===== src/rtl/bsfd_pkg.sv =====
`timescale 1ns / 1ps
package bsfd_pkg;

  // Frame layout: a fixed header, with the length byte second to last in it.
  localparam int HEADER_BYTES = 9;
  localparam logic [5:0] LENGTH_POS   = 6'(HEADER_BYTES - 2);
  localparam logic [5:0] LAST_HDR_POS = 6'(HEADER_BYTES - 1);
  localparam logic [7:0] MIN_LENGTH   = 8'(HEADER_BYTES);
  localparam logic [6:0] INDEX_LIMIT  = 7'd64;

  localparam logic [7:0] CHECK_INIT = 8'hFF;

  // Configuration register indexes and reset values.
  localparam logic [1:0] CFG_SYNC_PATTERN = 2'd0;
  localparam logic [1:0] CFG_INVERT_BITS  = 2'd1;
  localparam logic [1:0] CFG_MAX_LENGTH   = 2'd2;

  localparam logic [23:0] SYNC_PATTERN_RST = 24'h5555F0;
  localparam logic        INVERT_BITS_RST  = 1'b1;
  localparam logic [6:0]  MAX_LENGTH_RST   = 7'd54;

  typedef struct packed {
    logic [7:0] data_byte;
    logic [5:0] byte_index;
    logic       frame_end;
    logic       frame_abort;
    logic       checksum_ok;
  } bsfd_result_t;

endpackage


===== src/rtl/bit_stream_frame_deframer.sv =====
`timescale 1ns / 1ps
// Channel   Direction  Handshake            Payload
// in_       input      in_valid / in_stall  in_sample_bit
// out_      output     out_valid/out_stall  out_data_byte, out_byte_index, out_frame_end,
//                                           out_frame_abort, out_checksum_ok
// cfg_      input      cfg_valid/cfg_ready  cfg_index, cfg_data
//
// One sample bit is taken every cycle while in_stall is low; a byte result passes
// the input register, then the result register, after the bit that completes it.
// Synchronous active-low reset returns to sync hunt with config registers at defaults.
// A stalled output only holds up a bit that completes a byte; other bits flow on
// as long as the input register drains.
module bit_stream_frame_deframer (
  input  logic        clk,
  input  logic        rst_n,
  input  logic        in_valid,
  output logic        in_stall,
  input  logic        in_sample_bit,
  output logic        out_valid,
  input  logic        out_stall,
  output logic [7:0]  out_data_byte,
  output logic [5:0]  out_byte_index,
  output logic        out_frame_end,
  output logic        out_frame_abort,
  output logic        out_checksum_ok,
  input  logic        cfg_valid,
  output logic        cfg_ready,
  input  logic [1:0]  cfg_index,
  input  logic [23:0] cfg_data
);
  import bsfd_pkg::*;

  logic [23:0]  sync_pattern_r;
  logic         invert_bits_r;
  logic [6:0]   max_length_r;

  logic         in_vld_r, in_vld_nxt;
  logic         in_bit_r;
  logic         in_accept;

  logic         bit_taken;
  logic         res_vld;
  logic         res_ready;
  bsfd_result_t res;
  bsfd_result_t out_res;

  assign cfg_ready = 1'b1;

  always_ff @(posedge clk) begin
    if (!rst_n) begin
      sync_pattern_r <= SYNC_PATTERN_RST;
      invert_bits_r  <= INVERT_BITS_RST;
      max_length_r   <= MAX_LENGTH_RST;
    end else if (cfg_valid && cfg_ready) begin
      case (cfg_index)
        CFG_SYNC_PATTERN: sync_pattern_r <= cfg_data;
        CFG_INVERT_BITS:  invert_bits_r  <= cfg_data[0];
        CFG_MAX_LENGTH:   max_length_r   <= cfg_data[6:0];
        default: ;
      endcase
    end
  end

  assign in_stall  = in_vld_r && !bit_taken;
  assign in_accept = in_valid && !in_stall;

  always_comb begin
    in_vld_nxt = in_vld_r;
    if (in_accept) begin
      in_vld_nxt = 1'b1;
    end else if (bit_taken) begin
      in_vld_nxt = 1'b0;
    end
  end

  always_ff @(posedge clk) begin
    if (!rst_n) begin
      in_vld_r <= 1'b0;
    end else begin
      in_vld_r <= in_vld_nxt;
    end
  end

  always_ff @(posedge clk) begin
    if (in_accept) begin
      in_bit_r <= in_sample_bit;
    end
  end

  bsfd_step u_step (
    .clk          (clk),
    .rst_n        (rst_n),
    .bit_vld      (in_vld_r),
    .bit_raw      (in_bit_r),
    .sync_pattern (sync_pattern_r),
    .invert_bits  (invert_bits_r),
    .max_length   (max_length_r),
    .res_ready    (res_ready),
    .bit_taken    (bit_taken),
    .res_vld      (res_vld),
    .res          (res)
  );

  bsfd_out_reg u_out_reg (
    .clk       (clk),
    .rst_n     (rst_n),
    .res_vld   (res_vld),
    .res       (res),
    .res_ready (res_ready),
    .out_valid (out_valid),
    .out_stall (out_stall),
    .out_res   (out_res)
  );

  assign out_data_byte   = out_res.data_byte;
  assign out_byte_index  = out_res.byte_index;
  assign out_frame_end   = out_res.frame_end;
  assign out_frame_abort = out_res.frame_abort;
  assign out_checksum_ok = out_res.checksum_ok;

endmodule


===== src/rtl/bsfd_step.sv =====
`timescale 1ns / 1ps
module bsfd_step (
  input  logic                    clk,
  input  logic                    rst_n,
  input  logic                    bit_vld,
  input  logic                    bit_raw,
  input  logic [23:0]             sync_pattern,
  input  logic                    invert_bits,
  input  logic [6:0]              max_length,
  input  logic                    res_ready,
  output logic                    bit_taken,
  output logic                    res_vld,
  output bsfd_pkg::bsfd_result_t  res
);
  import bsfd_pkg::*;

  typedef enum logic [1:0] {
    MODE_HUNT  = 2'd0,
    MODE_FRAME = 2'd1
  } mode_t;

  mode_t       mode_r, mode_nxt;
  logic [23:0] window_r, window_nxt;
  logic [2:0]  bib_r, bib_nxt;
  logic [5:0]  count_r, count_nxt;
  logic [7:0]  flen_r, flen_nxt;
  logic [7:0]  check_r, check_nxt;

  logic        bit_in;
  logic [23:0] window_shift;
  logic [7:0]  byte_w;
  logic        byte_done;
  logic [6:0]  limit;
  logic        abort_w;
  logic        end_w;

  assign bit_in       = bit_raw ^ invert_bits;
  assign window_shift = {window_r[22:0], bit_in};
  assign byte_w       = window_shift[7:0];
  assign byte_done    = (mode_r == MODE_FRAME) && (bib_r == 3'd7);

  // Lengths past the widest index the output can carry are clipped.
  assign limit   = (max_length > INDEX_LIMIT) ? INDEX_LIMIT : max_length;
  assign abort_w = byte_done && (count_r == LAST_HDR_POS) &&
                   ((flen_r < MIN_LENGTH) || (flen_r > {1'b0, limit}));
  assign end_w   = byte_done && !abort_w && (count_r >= LAST_HDR_POS) &&
                   (({2'b00, count_r} + 8'd1) == flen_r);

  // A bit that completes a byte waits for room downstream; others never do.
  assign res_vld   = bit_vld && byte_done;
  assign bit_taken = bit_vld && (!byte_done || res_ready);

  always_comb begin
    res.data_byte   = byte_w;
    res.byte_index  = count_r;
    res.frame_end   = end_w;
    res.frame_abort = abort_w;
    res.checksum_ok = end_w && (byte_w == check_r);
  end

  always_comb begin
    mode_nxt   = mode_r;
    window_nxt = window_r;
    bib_nxt    = bib_r;
    count_nxt  = count_r;
    flen_nxt   = flen_r;
    check_nxt  = check_r;
    if (bit_taken) begin
      window_nxt = window_shift;
      case (mode_r)
        MODE_FRAME: begin
          bib_nxt = bib_r + 3'd1;
          if (byte_done) begin
            if (count_r == LENGTH_POS) begin
              flen_nxt = byte_w;
            end
            if (abort_w || end_w) begin
              mode_nxt  = MODE_HUNT;
              bib_nxt   = 3'd0;
              count_nxt = 6'd0;
              check_nxt = CHECK_INIT;
            end else begin
              check_nxt = check_r ^ byte_w;
              count_nxt = count_r + 6'd1;
            end
          end
        end
        default: begin
          if (window_shift == sync_pattern) begin
            mode_nxt  = MODE_FRAME;
            bib_nxt   = 3'd0;
            count_nxt = 6'd0;
            check_nxt = CHECK_INIT;
          end
        end
      endcase
    end
  end

  always_ff @(posedge clk) begin
    if (!rst_n) begin
      mode_r   <= MODE_HUNT;
      window_r <= '0;
      bib_r    <= '0;
      count_r  <= '0;
      flen_r   <= '0;
      check_r  <= CHECK_INIT;
    end else begin
      mode_r   <= mode_nxt;
      window_r <= window_nxt;
      bib_r    <= bib_nxt;
      count_r  <= count_nxt;
      flen_r   <= flen_nxt;
      check_r  <= check_nxt;
    end
  end

  a_end_returns_to_hunt: assert property (@(posedge clk) disable iff (!rst_n)
    (bit_taken && res_vld && (res.frame_end || res.frame_abort)) |=> (mode_r == MODE_HUNT))
    else $error("frame did not return to sync hunt after its last byte");

  a_end_abort_exclusive: assert property (@(posedge clk) disable iff (!rst_n)
    res_vld |-> !(res.frame_end && res.frame_abort))
    else $error("result flagged as both frame end and abort");

  a_sync_starts_clean: assert property (@(posedge clk) disable iff (!rst_n)
    (bit_taken && mode_r != MODE_FRAME && mode_nxt == MODE_FRAME) |=>
      (bib_r == 3'd0 && count_r == 6'd0 && check_r == CHECK_INIT))
    else $error("frame started with stale byte state");

endmodule


===== src/rtl/bsfd_out_reg.sv =====
`timescale 1ns / 1ps
module bsfd_out_reg (
  input  logic                    clk,
  input  logic                    rst_n,
  input  logic                    res_vld,
  input  bsfd_pkg::bsfd_result_t  res,
  output logic                    res_ready,
  output logic                    out_valid,
  input  logic                    out_stall,
  output bsfd_pkg::bsfd_result_t  out_res
);
  import bsfd_pkg::*;

  logic         vld_r, vld_nxt;
  bsfd_result_t res_r;

  // The register can reload in the same cycle its request leaves.
  assign res_ready = !vld_r || !out_stall;

  always_comb begin
    vld_nxt = vld_r;
    if (res_ready) begin
      vld_nxt = res_vld;
    end
  end

  always_ff @(posedge clk) begin
    if (!rst_n) begin
      vld_r <= 1'b0;
    end else begin
      vld_r <= vld_nxt;
    end
  end

  always_ff @(posedge clk) begin
    if (res_ready && res_vld) begin
      res_r <= res;
    end
  end

  assign out_valid = vld_r;
  assign out_res   = res_r;

endmodule

===== config.mk =====
export PLATFORM = sky130hd
export DESIGN_NAME = bit_stream_frame_deframer
export DESIGN_NICKNAME = d
export VERILOG_FILES = /design/src/rtl/bsfd_pkg.sv /design/src/rtl/bit_stream_frame_deframer.sv /design/src/rtl/bsfd_step.sv /design/src/rtl/bsfd_out_reg.sv
export SDC_FILE = /design/constraint.sdc
export NUM_CORES = 1
export LEC_CHECK = 0
export ABC_CLOCK_PERIOD_IN_PS = 3070
export BUFFER_PORTS_ARGS = -buffer_cell sky130_fd_sc_hd__clkbuf_2
export CAP_MARGIN = 20
export CORE_ASPECT_RATIO = 1.75
export CORE_MARGIN = 3
export CORE_UTILIZATION = 61
export CTS_BUF_LIST = sky130_fd_sc_hd__clkbuf_4
export DETAILED_ROUTE_END_ITERATION = 12
export PLACE_DENSITY_LB_ADDON = 0.08
export SLEW_MARGIN = 20
export SYNTH_ARGS = -nofsm -noshare
export SYNTH_HDL_FRONTEND = slang
export SYNTH_HIERARCHICAL = 1
export SYNTH_SLANG_ARGS = --single-unit

===== constraint.sdc =====
create_clock -name clk -period 3.07 [get_ports clk]
set_input_delay 0.1535 -clock clk [delete_from_list [all_inputs] [get_ports clk]]
set_output_delay 0.1535 -clock clk [all_outputs]
set_load 0.05 [all_outputs]

After elaboration in Yosys (flattened, before gate mapping)
Index checks and enable logic that the tools add are counted.

Bitwise logic cells: 2. Add/subtract/negate cells: 3. Magnitude comparators: 4. Multiply operators: 0. Equality and inequality tests: 11. Shift operators: 0. Reductions and logical operators: 32. Div/mod/pow operators: 0. Mux-type cells: 19.

Operator list (count): two-way mux 8 bit (4); == test 24 bit (1); two-way mux 6 bit (4); == test 8 bit (2); logical AND 1 bit (12); two-way mux 3 bit (4); greater-than comparator 8 x 7 -> 1 bit (1); < comparator 8 x 4 -> 1 bit, second input constant (1); two-way mux 2 bit (4); AND reduction 2 bit (4); AND reduction 4 bit (2); bitwise XOR 8 bit (1); adder 6 x 1 -> 7 bit, second input constant (1); greater-than comparator 7 bit, second input constant (1); two-way mux 7 bit (1); adder 6 x 1 -> 6 bit, second input constant (1); == test 6 x 3 -> 1 bit, second input constant (1); == test 6 x 4 -> 1 bit, second input constant (1); greater-or-equal comparator 6 x 4 -> 1 bit, second input constant (1); zero test 1 bit (6); == test 2 x 1 -> 1 bit, second input constant (2); logical OR 1 bit (4); nonzero test 2 bit (2); adder 3 x 1 -> 3 bit, second input constant (1); other kinds (8) (9).

Logic and storage cells: 88. Bits in latches: 0. Flip-flop bits (word level): 102. Memory bits (writable): 0. Memory bits (read-only): 0. Memories: 0. Input port bits: 32.

Longest topological paths before layout
Gate-level depths: netlist of the first run.

Depth in word-level cells: 13. Gate-level depth with buffers: 10. Gate-level depth less buffers: 9.

Modules after synthesis
The synthesis of the first run kept the hierarchy.

By module, submodules not included: bsfd_step (area each 2941.6 um^2, cells each 343, instances 1); bit_stream_frame_deframer (area each 1452.6 um^2, cells each 146, instances 1); bsfd_out_reg (area each 551.8 um^2, cells each 22, instances 1).

Least setup slack after synthesis of the first run
No wires, ideal clock.

Path type: register to register. Start point: reg u_out_reg.vld_r (netlist: u_out_reg/out_valid). End point: reg in_bit_r (enable). Stages on the path, launching flop included: 7. Clock period less this slack: 2572 ps. Data arrival time: 2288 ps. Setup time: 284 ps. Setup slack: 498 ps. Path buffers: 1. Path through: dfxtp_1 -> nand2_1 -> o21ai_2 -> inv_2 -> clkbuf_1 -> nor2b_1 -> nor2b_1.

Word-level cells in the longest chain between the ends: 8.

RTL lines: from (decl) (RTL line bsfd_out_reg.sv:14) `logic vld_r, vld_nxt;`; from (signal assigned) (RTL line bsfd_out_reg.sv:31) `vld_r <= vld_nxt;`; zero test 1 bit (RTL line bsfd_out_reg.sv:18) `assign res_ready = !vld_r || !out_stall;`; logical OR 1 bit (RTL line bsfd_out_reg.sv:18); net res_ready (RTL line bit_stream_frame_deframer.sv:43) `logic res_ready;`; logical OR 1 bit (RTL line bsfd_step.sv:51) `assign bit_taken = bit_vld && (!byte_done || res_ready);`; logical AND 1 bit (RTL line bsfd_step.sv:51); net bit_taken (RTL line bit_stream_frame_deframer.sv:41) `logic bit_taken;`; zero test 1 bit (RTL line bit_stream_frame_deframer.sv:64) `assign in_stall = in_vld_r && !bit_taken;`; logical AND 1 bit (RTL line bit_stream_frame_deframer.sv:64); net in_stall (RTL line bit_stream_frame_deframer.sv:17) `output logic in_stall,`; zero test 1 bit (RTL line bit_stream_frame_deframer.sv:65) `assign in_accept = in_valid && !in_stall;`; logical AND 1 bit (RTL line bit_stream_frame_deframer.sv:65); net in_accept (RTL line bit_stream_frame_deframer.sv:39) `logic in_accept;`; to (signal assigned) (RTL line bit_stream_frame_deframer.sv:86) `in_bit_r <= in_sample_bit;`; to (decl) (RTL line bit_stream_frame_deframer.sv:38) `logic in_bit_r;`.

The timed path passes the listed nets, and every way through them passes these cells. A chain may end at the register's enable or synchronous reset.

Worst setup path after layout of the first run
Start point: reg u_step.count_r[0]. End point: reg u_step.count_r[2].

Word-level cells in the longest chain between the ends: 11. Elaborated cells between the ends (all ways): 15. Classes of those cells: 2 x add/sub; 1 x order compare; 2 x eq/ne; 3 x mux; 7 x reduce/logical.

RTL lines: from (decl) (RTL line bsfd_step.sv:25) `logic [5:0] count_r, count_nxt;`; from (signal assigned) (RTL line bsfd_step.sv:112) `count_r <= count_nxt;`; branches (longest 8 deep; another with adder 6 x 1 -> 7 bit); two-way mux 6 bit (*) (RTL line bsfd_step.sv:77) `if (abort_w || end_w) begin`; two-way mux 6 bit (*) (RTL line bsfd_step.sv:73) `if (byte_done) begin`; two-way mux 6 bit (*) (RTL line bsfd_step.sv:70) `case (mode_r)`.

Every way passes the cells marked *. The select of a mux whose other input is x is not followed.

==> results by group, run 1 <==
Status
  • Status: finished clean

Hold path
  • Worst Hold Depth: 3
  • Hold Crit Class: input port to register

STA
  • Highest Clock Rate: 376.8 MHz
  • Clk_skew: 0.01582 ns
  • Number of setup violations in the final report: 0
  • Final Critical Period: 2.654 ns
  • Final worst setup slack: 0.4163 ns
  • Final Hold Fails: 0
  • Slew @ Worst Pin: 0.7175 ns
  • Fin. max-slew vios: 0
  • Final Cycle Share: 86.44%
  • Rel. slew slack: 51.81%
  • Setup_tns: 0 ns
  • RSZ-0062 raised after global routing: no

Place
  • DPL Wire Length: 8296 um
  • Setup Slack @ Placement: 0.4523 ns
  • Port buffer count: 50
  • RD Place Congestion: 0.8349

Floorplanning
  • Core box area: 7725 sq um
  • Initial Util: 64.03%
  • Die height: 125.1 um
  • DIE AREA: 9267 sq um
  • Top Ports: 52
  • FP Rows: 42
  • Die X: 74.07 um

Clocking
  • CTS Sinks: 101
  • Total CTS buffers: 9
  • CTS Buffer Depth: 2
  • Clock transition at path regs: 0.14 ns
  • CTS Root Cell: clkbuf_4
  • Post-CTS setup buffers: 0
  • H-tree depth: 3
  • Later-pin clock latency in the skew report: 0.46 ns
  • CTS tree: built

Detailed routing
  • Routed length on met3: 532 um
  • DR vias/cell: 5.788
  • Met2 WL: 6034 um
  • Final ANT Viol Nets: 0
  • DR vias: 3878
  • Initial detailed-routing violation count: 220
  • Wire length on met1: 3971 um
  • DR pass1 iterations: 5
  • Remaining DRCs: 0
  • WL final: 11180 um
  • Top Metal Used: met4
  • Routed length per instance: 16.68 um

Pwr
  • PwrDens: 406.3 nW/um^2
  • Leakage: 2.327 nW
  • Tot Pwr: 2.266 mW
  • Peak supply drop: 0.2807 mV

Logic synthesis
  • Largest area contributor in the netlist: dfxtp_1
  • Mapped Nets: 554
  • Asr flop ratio synth: 0%
  • Number of synthesized flops with an enable pin: 18
  • Most used DFF post-synth: dfxtp_1
  • Cells after Synth: 511
  • Mapped Avg Cell Area: 9.679 sq um
  • Post-synthesis sequential area ratio: 44.52%
  • #FFs+latches synth: 101
  • Synth top area cells: dfxtp_1 (34%), edfxtp_1 (11%), nand2_1 (6.8%)
  • Mapped Area: 4946 sq um
  • Synth Warn #: 6
  • Distinct cells, synth: 72
  • Top cell type's share of synthesized area: 33.59%

Setup path
  • CP Max Fanout: 12
  • Arr. time, crit path: 3.02 ns
  • Crit Path Class: register to register
  • Setup crit start kind: register
  • R2R depth: 8
  • Worst EP required: 3.43 ns
  • Setup crit end kind: register

Finish
  • Layout Utilization: 72.19%
  • Layout area overhead: 12.75%
  • Layout Nets: 619
  • Share of cells above drive strength 1: 19.45%

Global route
  • Vias in the first global route: 3974
  • First-pass GRT wire length: 18480 um
  • GRT Util Overall: 25.85%
  • Largest net degree at the start of global routing: 53
  • GR Overflow Total: 0
  • Initial antenna violation count: 1

Job
  • # Max-Cap Violations: 0
[timing repair]
action | in CTS | in global routing
setup endpoints to repair | 0 | 0
endpoints found under the hold margin | 31 | 0
gates resized for setup | 0 | 0
hold buffers | 25 | 0
[layer usage]
layer	vias up	track usage, %
li1	1907	-
met2	128	45.24
met1	1816	26.80
met3	27	5.221
met4	0	16.44
met5	-	0
[placed cells by master, fill, tap and decap left out, types with 3 or more instances in the layout]
cell type,n
dfxtp_1,83
clkbuf_4,10
a22oi_1,4
nand3_1,5
nor3_1,6
xor2_1,25
a211oi_2,4
edfxtp_1,18
clkbuf_2,50
nand4b_1,4
nor2_1,26
nor4_1,9
dlygate4sd3_1,25
and2_1,7
or2_2,6
a22o_1,3
nand4bb_1,7
or4bb_1,3
o211ai_1,14
or3_1,3
mux2i_1,27
buf_4,13
inv_1,22
xnor2_1,6
nand2_1,90
o41ai_1,4
o2bb2ai_1,3
nor2b_1,13
a21oi_1,25
ha_1,11
[worst max-delay path: stages, from the launching register on]
cell and delay (ns):
dfxtp_1 0.44, ha_1 0.33, nand3_1 0.20, o21ai_1 0.21
o211ai_2 0.15, nor4_4 0.63, nor3_2 0.15, buf_4 0.22
a22o_1 0.23
[Yosys cell counts, types with 7 or more instances]
| master | number |
|---|---|
| clkbuf_1 | 11 |
| nand2_1 | 90 |
| nor2b_1 | 13 |
| and2_1 | 7 |
| nor4_1 | 9 |
| inv_1 | 22 |
| buf_4 | 13 |
| ha_1 | 11 |
| dfxtp_1 | 83 |
| a21oi_1 | 25 |
| nor2_1 | 26 |
| o211ai_1 | 14 |
| mux2i_1 | 27 |
| nand4bb_1 | 7 |
| edfxtp_1 | 18 |
| xor2_1 | 25 |
[where the power goes]
group          internal, mW  switching, mW
combinational        0.0872          0.105
sequential             1.37         0.0177
clock                 0.258          0.432
total                  1.71          0.555
[sequential cells by signal, summed over array words and instances (netlist names), 3 cells and up]
register / cells
u_step/bib_r: 3
sync_pattern_r: 24
max_length_r: 7
u_step/count_r: 6
u_step/check_r: 8
u_step/flen_r: 8
u_out_reg/out_res: 17
u_step/window_r: 23
[worst paths after layout]
check                                                    start                              end  slack [ns]
worst min register to register    max_length_r[0]$_SDFFE_PN0P_     max_length_r[0]$_SDFFE_PN0P_        0.48
worst min-delay path                              cfg_data[16]  sync_pattern_r[16]$_SDFFE_PN1P_        0.04
worst max register to register  u_step/count_r[0]$_SDFFE_PN0P_   u_step/count_r[2]$_SDFFE_PN0P_        0.42
worst max-delay path            u_step/count_r[0]$_SDFFE_PN0P_   u_step/count_r[2]$_SDFFE_PN0P_        0.42
[metrics by stage]
stage / instances / cell area, sq um / hold WS, ns
after floorplan: 511 / 4946 / 0.2524
after global placement: 628 / 5187 / 0.3342
after detailed placement: 628 / 5187 / 0.3335
after CTS: 669 / 5574 / 0.004874
after global routing: 670 / 5577 / 0.02832
final: 670 / 5577 / 0.03506
[area by class of cell]
| cell class | count | area [sq um] |
|---|---|---|
| Sequential cell | 101 | 2202 |
| Multi-Input combinational cell | 351 | 2434 |
| Tap cell | 88 | 110.1 |
| Fill cell | 589 | 2148 |
| Inverter | 25 | 93.84 |
| Clock inverter | 6 | 61.31 |
| Antenna cell | 1 | 2.502 |
| Timing Repair Buffer | 88 | 598.1 |
| Clock buffer | 10 | 75.07 |
[cell families after synthesis]
logic type	share of synthesized area (%)
adder cells (fa/ha/maj)	2.783
XOR/XNOR	5.818
other	0.07582
flip-flops	44.52
AO/OA/AOI/OAI	12.67
buffers and inverters	6.400
multiplexers	5.692
AND/OR/NAND/NOR	22.03
Power figures use the tool's default switching activity.
==> inputs of run 2 (changes only) <==
--- a/config.mk
+++ b/config.mk
@@ -6,7 +6,7 @@
 export NUM_CORES = 1
 export LEC_CHECK = 0
 export ABC_CLOCK_PERIOD_IN_PS = 3070
-export BUFFER_PORTS_ARGS = -buffer_cell sky130_fd_sc_hd__clkbuf_2
+export BUFFER_PORTS_ARGS = -buffer_cell sky130_fd_sc_hd__buf_2
 export CAP_MARGIN = 20
 export CORE_ASPECT_RATIO = 1.75
 export CORE_MARGIN = 3
==> run 2 against run 1 <==
Net effect: cell count fell by 0.45%; hold slack improved by 0.024 ns; clock-buffer cell count did not move; sequential share of layout area barely moved; design area barely moved; critical path type unchanged.
==> results by group, run 2 (synthesis results as in run 1) <==
STA
  • Slew @ Worst Pin: 0.7309 ns (+0.01337 ns)
  • Number of setup violations in the final report: 0 (unchanged)
  • Final Critical Period: 2.657 ns (+0.003274 ns)
  • Highest Clock Rate: 376.4 MHz (-0.12%)
  • Setup_tns: 0 ns (unchanged)
  • Final Cycle Share: 86.55% (+0.11 points)
  • Rel. slew slack: 51.28% (-0.53 points)
  • Clk_skew: 0.03446 ns (+0.01863 ns)
  • Fin. max-slew vios: 0 (unchanged)
  • Final Hold Fails: 0 (unchanged)
  • RSZ-0062 raised after global routing: no
  • Worst hold slack: 0.05894 ns (+0.02388 ns)

Clocking
  • CTS Buffer Depth: 2 (unchanged)
  • Clock transition at path regs: 0.16 ns (+0.02 ns)
  • Post-CTS setup buffers: 0 (unchanged)
  • CTS tree: built
  • Hold-fix buffers at CTS: 24 (-4.0%)
  • Total CTS buffers: 9 (unchanged)
  • CTS Root Cell: clkbuf_4
  • H-tree depth: 3 (unchanged)
  • Cts repair resizes: 0 (unchanged)
  • Later-pin clock latency in the skew report: 0.47 ns (about the same)
  • CTS Sinks: 101 (unchanged)

Finish
  • Layout area overhead: 12.85% (about the same)
  • Area of the multi-input gates: 2434 sq um (unchanged)
  • Layout Nets: 617 (-0.32%)
  • FF+latch area: 2202 sq um (unchanged)
  • Largest Register: sync_pattern_r
  • Most common cell after layout, fill and taps aside: nand2_1
  • Fillers: 574 (-2.5%)
  • Most frequent cells in the layout: nand2_1 (90), dfxtp_1 (83), buf_2 (50), mux2i_1 (27), nor2_1 (26)
  • Max reg flops: 24 (unchanged)
  • N_diodes: 0 (-1)
  • Share of cells above drive strength 1: 19.17% (-0.28 points)

Setup path
  • Worst path buffer plus inverter count: 2 (+1)
  • Setup crit end kind: register
  • Slowest cell on the critical path: nor3_2
  • Worst EP required: 3.40 ns (-0.03 ns)
  • Crit path cell chain: inv_1, nand2_1, ha_1, a21oi_1, nor2b_1, o32ai_1, a31oi_4, nor3_2, buf_4, a22oi_1
  • CP Max Fanout: 14 (+2)
  • Crit Path Class: register to register
  • Arr. time, crit path: 2.99 ns (-0.03 ns)
  • Largest stage delay, worst path: 0.47 ns (-0.16 ns)
  • Setup crit start kind: register
  • Crit path max-delay family: compound AO/OA/AOI/OAI gates

Floorplanning
  • Top Ports: 52 (unchanged)
  • Initial Util: 64.03% (unchanged)
  • Die X: 74.07 um (unchanged)
  • Core box area: 7725 sq um (unchanged)
  • DIE AREA: 9267 sq um (unchanged)
  • Die height: 125.1 um (unchanged)
  • FP Rows: 42 (unchanged)

Detailed routing
  • DR vias: 3831 (-1.2%)
  • DR pass1 iterations: 4 (-1)
  • Routed length per instance: 16.46 um (-1.3%)
  • Final ANT Viol Nets: 0 (unchanged)
  • Initial detailed-routing violation count: 203 (-7.7%)
  • DR vias/cell: 5.744 (-0.77%)
  • Remaining DRCs: 0 (unchanged)
  • WL final: 10980 um (-1.8%)

Status
  • Status: finished clean

Global route
  • GRT Util Overall: 25.85% (about the same)
  • Vias in the first global route: 3860 (-2.9%)
  • Largest net degree at the start of global routing: 53 (unchanged)
  • GR Overflow Total: 0 (unchanged)
  • First-pass GRT wire length: 18500 um (+0.11%)
  • Initial antenna violation count: 0 (-1)

Place
  • RD Place Congestion: 0.8970 (+7.4%)
  • DPL Wire Length: 7934 um (-4.4%)
  • Port buffer count: 50 (unchanged)

Job
  • # Max-Cap Violations: 0 (unchanged)

Hold path
  • Hold Crit Class: input port to register

Pwr
  • Leakage: 2.327 nW (about the same)
  • Tot Pwr: 2.346 mW (+3.6%)
  • PwrDens: 420.4 nW/um^2 (+3.5%)
  • Peak supply drop: 0.2616 mV (-6.8%)
run 2: cell type report:
cell class	instances	area share, %
clock inverter	6	1.547
tap	88	1.973
inverter	25	1.681
timing repair buffer	86	10.40
multi-input combinational	351	43.60
clock buffer	10	1.345
sequential	101	39.45
run 2: path summary, 6_finish.rpt:
path	startpoint	end	slack, ns	cells after the start
hold reg to reg	max_length_r[0]$_SDFFE_PN0P_	max_length_r[0]$_SDFFE_PN0P_	0.48	2
hold / removal	cfg_data[20]	sync_pattern_r[20]$_SDFFE_PN1P_	0.06	3
setup reg to reg	max_length_r[6]$_SDFFE_PN0P_	u_step/check_r[6]$_SDFFE_PN1P_	0.41	10
setup / recovery	max_length_r[6]$_SDFFE_PN0P_	u_step/check_r[6]$_SDFFE_PN1P_	0.41	10
run 2: layer usage:
metal	routed length (um)	GRT usage, %
met1	4082	27.27
met3	379	4.980
met5	0	0
met2	6033	46.55
met4	483	13.13
run 2: tightest hold or removal path, cell delays in order:
cell	delay, ns
buf_2	0.09
or4bb_1	0.15
o211ai_1	0.08
run 2: power by group:
| group | internal, mW | leakage [nW] | total, mW | switching [mW] |
|---|---|---|---|---|
| sequential | 1.37 | 0.862 | 1.38 | 0.0183 |
| combinational | 0.0851 | 1.38 | 0.188 | 0.103 |
| clock | 0.340 | 0.0884 | 0.774 | 0.434 |
run 2: metrics by stage:
stage               instances  cell area [sq um]  util (%)  worst slack (ns)
global placement          627               5180     67.06            0.5025
detailed placement        627               5180     67.06            0.4169
floorplan                 511               4946         -            0.4982
finish                    667               5582     72.25            0.4130
global route              667               5582     72.25            0.1553
CTS                       667               5582     72.25            0.4170
